$ cat src/rtl/rwvc_pkg.sv
package rwvc_pkg;

  localparam int KIND_W = 3;
  localparam int NODE_W = 16;
  localparam int EIDX_W = 20;
  localparam int DEG_W = 21;
  localparam int RAND_W = 31;
  localparam int NCNT_W = 17;
  localparam int WLEN_W = 20;
  localparam int VIS_W = 32;
  localparam int CFG_IDX_W = 2;

  localparam logic [KIND_W-1:0] KIND_ROW = 3'd0;
  localparam logic [KIND_W-1:0] KIND_EDGE = 3'd1;
  localparam logic [KIND_W-1:0] KIND_START = 3'd2;
  localparam logic [KIND_W-1:0] KIND_STEP = 3'd3;
  localparam logic [KIND_W-1:0] KIND_READ = 3'd4;

  localparam logic [CFG_IDX_W-1:0] REG_DAMP = 2'd0;
  localparam logic [CFG_IDX_W-1:0] REG_NCNT = 2'd1;
  localparam logic [CFG_IDX_W-1:0] REG_WLEN = 2'd2;

  localparam logic [30:0] DAMP_RST = 31'd322122547;
  localparam logic [NCNT_W-1:0] NCNT_RST = 17'd65536;
  localparam logic [WLEN_W-1:0] WLEN_RST = 20'd32;

  typedef enum logic [3:0] {
    ST_IDLE,
    ST_CLEAR,
    ST_ROWRD,
    ST_ROWWAIT,
    ST_DIV,
    ST_EDGERD,
    ST_EDGEWAIT,
    ST_CNTRD,
    ST_CNTWAIT,
    ST_CNTWR,
    ST_RDWAIT
  } state_t;

  // Commands from the controller to the datapath.
  typedef struct packed {
    logic clr_step;     // write zero to visit count at sweep address, advance sweep
    logic load_in;      // capture input item
    logic row_wr;
    logic edge_wr;
    logic start_walk;
    logic row_rd;
    logic div_start;    // choose source and start modulo
    logic edge_rd;
    logic edge_cap;
    logic tele_cap;     // take the teleport node from the remainder
    logic cnt_rd;       // read count of next node
    logic cnt_wr;       // write back incremented count, emit result
    logic rd_rd;        // read count of the read node
    logic rd_out;       // emit read result
  } ctl_t;

  typedef struct packed {
    logic clr_done;
    logic div_busy;
    logic teleport;
    logic walk_live;
    logic [KIND_W-1:0] kind;
  } sts_t;

endpackage

$ cat src/rtl/rwvc_ctrl.sv
module rwvc_ctrl (
  input  logic          clk,
  input  logic          rst_n,
  input  logic          start,
  output logic          busy,
  input  rwvc_pkg::sts_t sts,
  output rwvc_pkg::ctl_t ctl
);
  import rwvc_pkg::*;

  state_t state_r, state_nxt;

  always_comb begin
    state_nxt = state_r;
    case (state_r)
      ST_CLEAR: if (sts.clr_done) state_nxt = ST_IDLE;
      ST_IDLE: begin
        if (start) begin
          case (sts.kind)
            KIND_STEP: state_nxt = ST_ROWRD;
            KIND_READ: state_nxt = ST_RDWAIT;
            default:   state_nxt = ST_IDLE;
          endcase
        end
      end
      ST_ROWRD:    state_nxt = sts.walk_live ? ST_ROWWAIT : ST_IDLE;
      ST_ROWWAIT:  state_nxt = ST_DIV;
      ST_DIV:      state_nxt = ST_EDGERD;
      ST_EDGERD:   if (!sts.div_busy) state_nxt = sts.teleport ? ST_CNTRD : ST_EDGEWAIT;
      ST_EDGEWAIT: state_nxt = ST_CNTRD;
      ST_CNTRD:    state_nxt = ST_CNTWAIT;
      ST_CNTWAIT:  state_nxt = ST_CNTWR;
      ST_CNTWR:    state_nxt = ST_IDLE;
      ST_RDWAIT:   state_nxt = ST_IDLE;
      default:     state_nxt = ST_IDLE;
    endcase
  end

  always_comb begin
    ctl = '0;
    busy = 1'b1;
    case (state_r)
      ST_CLEAR: ctl.clr_step = 1'b1;
      ST_IDLE: begin
        busy = 1'b0;
        if (start) begin
          ctl.load_in = 1'b1;
          case (sts.kind)
            KIND_ROW:   ctl.row_wr = 1'b1;
            KIND_EDGE:  ctl.edge_wr = 1'b1;
            KIND_START: ctl.start_walk = 1'b1;
            KIND_READ:  ctl.rd_rd = 1'b1;
            default:    ;
          endcase
        end
      end
      ST_ROWRD:    ctl.row_rd = 1'b1;
      ST_DIV:      ctl.div_start = 1'b1;
      ST_EDGERD: begin
        if (!sts.div_busy) begin
          if (sts.teleport) ctl.tele_cap = 1'b1;
          else ctl.edge_rd = 1'b1;
        end
      end
      ST_EDGEWAIT: ctl.edge_cap = 1'b1;
      ST_CNTRD:    ctl.cnt_rd = 1'b1;
      ST_CNTWR:    ctl.cnt_wr = 1'b1;
      ST_RDWAIT:   ctl.rd_out = 1'b1;
      default:     ;
    endcase
  end

  always_ff @(posedge clk) begin
    if (!rst_n) begin
      state_r <= ST_CLEAR;
    end else begin
      state_r <= state_nxt;
    end
  end

endmodule

$ cat config.mk
export PLATFORM = sky130hd
export DESIGN_NAME = rwvc_ctrl
export DESIGN_NICKNAME = d
export VERILOG_FILES = /design/src/rtl/rwvc_pkg.sv /design/src/rtl/rwvc_ctrl.sv
export SDC_FILE = /design/constraint.sdc
export NUM_CORES = 1
export LEC_CHECK = 0
export BUFFER_PORTS_ARGS = -buffer_cell sky130_fd_sc_hd__clkbuf_2
export CAP_MARGIN = 20
export CORE_UTILIZATION = 35
export CTS_BUF_LIST = sky130_fd_sc_hd__clkbuf_4
export CTS_CLUSTER_DIAMETER = 100
export DETAILED_ROUTE_END_ITERATION = 7
export MAX_ROUTING_LAYER = met4
export PLACE_DENSITY_LB_ADDON = 0.05
export SLEW_MARGIN = 20
export SYNTH_ARGS = -nofsm -noshare
export SYNTH_HDL_FRONTEND = slang
export SYNTH_SLANG_ARGS = --single-unit
$ cat constraint.sdc
create_clock -name clk -period 2.9 [get_ports clk]
set_input_delay 0.725 -clock clk [delete_from_list [all_inputs] [get_ports clk]]
set_output_delay 0.725 -clock clk [all_outputs]
set_load 0.1 [all_outputs]
==> qor.yml <==
regMostFlops: "state_r"
hold_start: "state_r[3]"
grt_overflow: 0
n_fill_cell: 113
r2r_cells: 3
max_freq_mhz: 377.5
mostFrequentLayoutCell: "clkbuf_2"
areaGrowthSynthToFinish_pct: 60.27
netlist.area_leader.share_pct: 17.30
reg2reg_slack_ns: 1.52
synth_top_cell_by_area: "dfxtp_1"
cts.repair.resized: 0
clkSinkCount: 4
grt_use_met1_pct: 25.70
synthCells: 62
layout_min_cycle_time_ns: 2.649
rows: 12
clockRootBuffer: "clkbuf_4"
worstMarginPinSlew_ns: 0.5411
required_ns: 2.17
clockPowerShare_pct: 18.5
seq_area_sq_um: 80.08
combPwrFrac_pct: 62.0
finalSetupViolations: 0
totalWireLength_um: 1342
top_usage_layer: "met2"
routedWlPerCell_um: 13.16
crit_arrival_ns: 1.92
drc_errors: 0
min_path_cells: 3
cts_tree: "done"
crit_chain: "nor2_1, nand3_4, nor4_4, clkbuf_2"
clk_latency_ns: 0.25
maxSlewHeadroom_pct: 64.08
port_buffers: 24
dr.pass1.iters: 3
drive_gt1_share_pct: 52.27
min_period_over_period_pct: 91.35
grt_use_met2_pct: 35.59
hpwl_um: 1061
postCtsHoldBufs: 0
cts_buffer_depth: 2
stdcell_count: 102
start_util_pct: 39.53
synth_area_leaders: "dfxtp_1 17%, nor2_1 7.3%, nor4b_1 5.7%, o311ai_1 5.7%, a21oi_1 5.4%"
cp.buffers_inverters: 1
p_total_uw: 401.5
insertedDiodeCount: 0
post-cts-setup-buffers: 0
dp.cells: 99
power_frac_seq_pct: 19.4
power_density_nw_per_um2: 541.1
netSwitchingFraction_pct: 57.51
dieWidth_um: 38.37
vias_per_cell: 5.569
ys_ff_latch: 4
status: "complete, no violations"
grt_pass1_vias: 507
path_class: "reg2out"
cp_top_family: "simple AND/OR/NAND/NOR gates"
hold_viol: 0
nNetsFinal: 100
gp_congestion: 0.8110
yosysUniqueCellTypes: 30
grt_use_met3_pct: 6.977
die_y_um: 38.37
htreeDepth: 1
syn_area_sq_um: 462.9
final_cell_mix: "22 x clkbuf_2, 8 x nor2_1, 5 x a21oi_1, 5 x buf_4"
postSynthAreaPerCell_sq_um: 7.467
cap_violations: 0
slowest_stage: "clkbuf_2"
grt_usage_pct: 22.40
top_regs: "state_r: 4 flops"
intPower_uw: 170.6
leakage_nw: 0.3130
worst_clock_skew_ns: 0.005129
antenna_found_initial: 0
ant_nets: 0
crit_path_max_fanout: 13
end_kind: "output port"
die-area_sq_um: 1472
grt_setup_unrepaired: "false"
yosys_warnings: 0
min_delay_worst_endpoint: "state_r[1]"
multi_input_area_sq_um: 456.7
grt_pass1_wl_um: 2180
drv_slew: 0
p_sw_uw: 230.9
rr_startpoint: "state_r[0]"
hold_class: "reg2reg"
synthesis.nets: 72
largest_register_ffs: 4
ir_worst_vdd_mv: 0.3123
grt_start_max_net_pins: 14
seq_area_frac_synth_pct: 17.30
cts_made_buffers: 3
r2r-end: "state_r[3]"
io_pins: 25
max_stage_delay_ns: 0.49
drtIter0Drc: 9
vias: 568
core_sq_um: 1171
clk_pin_slew_ns: 0.04
startpoint_type: "flop"
[cell usage after synthesis, drive strengths merged]
library cell  number
inv                4
nor3               5
nor4b              4
mux2i              1
nand3              2
a31oi              1
o311ai             3
a21oi              5
nor3b              1
o21bai             1
a2bb2oi            1
o32a               2
o22ai              1
xnor2              1
nor2               9
clkbuf             1
buf                3
a2111oi            1
nand2b             3
nor4               3
nand2              3
or2                1
and3b              1
nand3b             1
dfxtp              4
[power groups by stage]
| stage | Clock [mW] | Sequential [mW] | Combinational, mW |
|---|---|---|---|
| 2_1_floorplan | 0 | 0.0696 | 0.220 |
| 3_3_place_gp | 0 | 0.0791 | 0.248 |
| 3_5_place_dp | 0 | 0.0790 | 0.249 |
| 4_1_cts | 0.0764 | 0.0780 | 0.250 |
| 5_1_grt | 0.0787 | 0.0799 | 0.263 |
| 6_report | 0.0745 | 0.0780 | 0.249 |
[routing by layer]
layer	vias to the layer above	routed length (um)
met1	251	602
met5	-	0
li1	293	-
met4	0	10
met2	22	646
met3	2	82
[kinds of logic after synthesis]
kind of cell           synth area share, %
AO/OA/AOI/OAI                        24.87
XOR/XNOR                             1.892
buffers and inverters                11.35
flip-flops                           17.30
multiplexers                         2.162
AND/OR/NAND/NOR                      42.43
[worst max-delay path by stage]
stage          slack (ns)        from  depth (start not counted)      end
4_1_cts              0.24  state_r[1]                          4  ctl[11]
5_1_grt              0.14  state_r[1]                          4  ctl[11]
2_1_floorplan       -0.30      sts[5]                          1   ctl[6]
3_3_place_gp         0.44      sts[0]                          4  ctl[11]
6_report             0.25  state_r[1]                          4  ctl[11]
3_5_place_dp         0.41      sts[0]                          4  ctl[11]
[worst reg2reg max path: stages, from the launching register on]
cell	delay (ns)
dfxtp_1	0.53
nand2_2	0.23
o311ai_1	0.41
nor2_1	0.09
[cell type report]
class                      count  share of cell area [%]
multi-input combinational     50                   61.55
clock buffer                   3                   3.035
timing repair buffer          27                   19.90
sequential                     4                   10.79
tap                           14                   2.361
inverter                       4                   2.361
[stage by stage]
stage | hold slack (ns) | setup WS, ns | util [%] | area (sq um) | TNS (ns)
2_1_floorplan | 0.6506 | -0.2983 | - | 589.3 | -0.3237
3_3_place_gp | 0.6301 | 0.4424 | 61.43 | 719.4 | 0
3_5_place_dp | 0.6456 | 0.4074 | 61.43 | 719.4 | 0
4_1_cts | 0.6563 | 0.2390 | 63.35 | 742.0 | 0
5_1_grt | 0.6731 | 0.1391 | 63.35 | 742.0 | 0
6_report | 0.6448 | 0.2508 | 63.35 | 742.0 | 0
No activity file was read; power rests on OpenSTA's default activity.
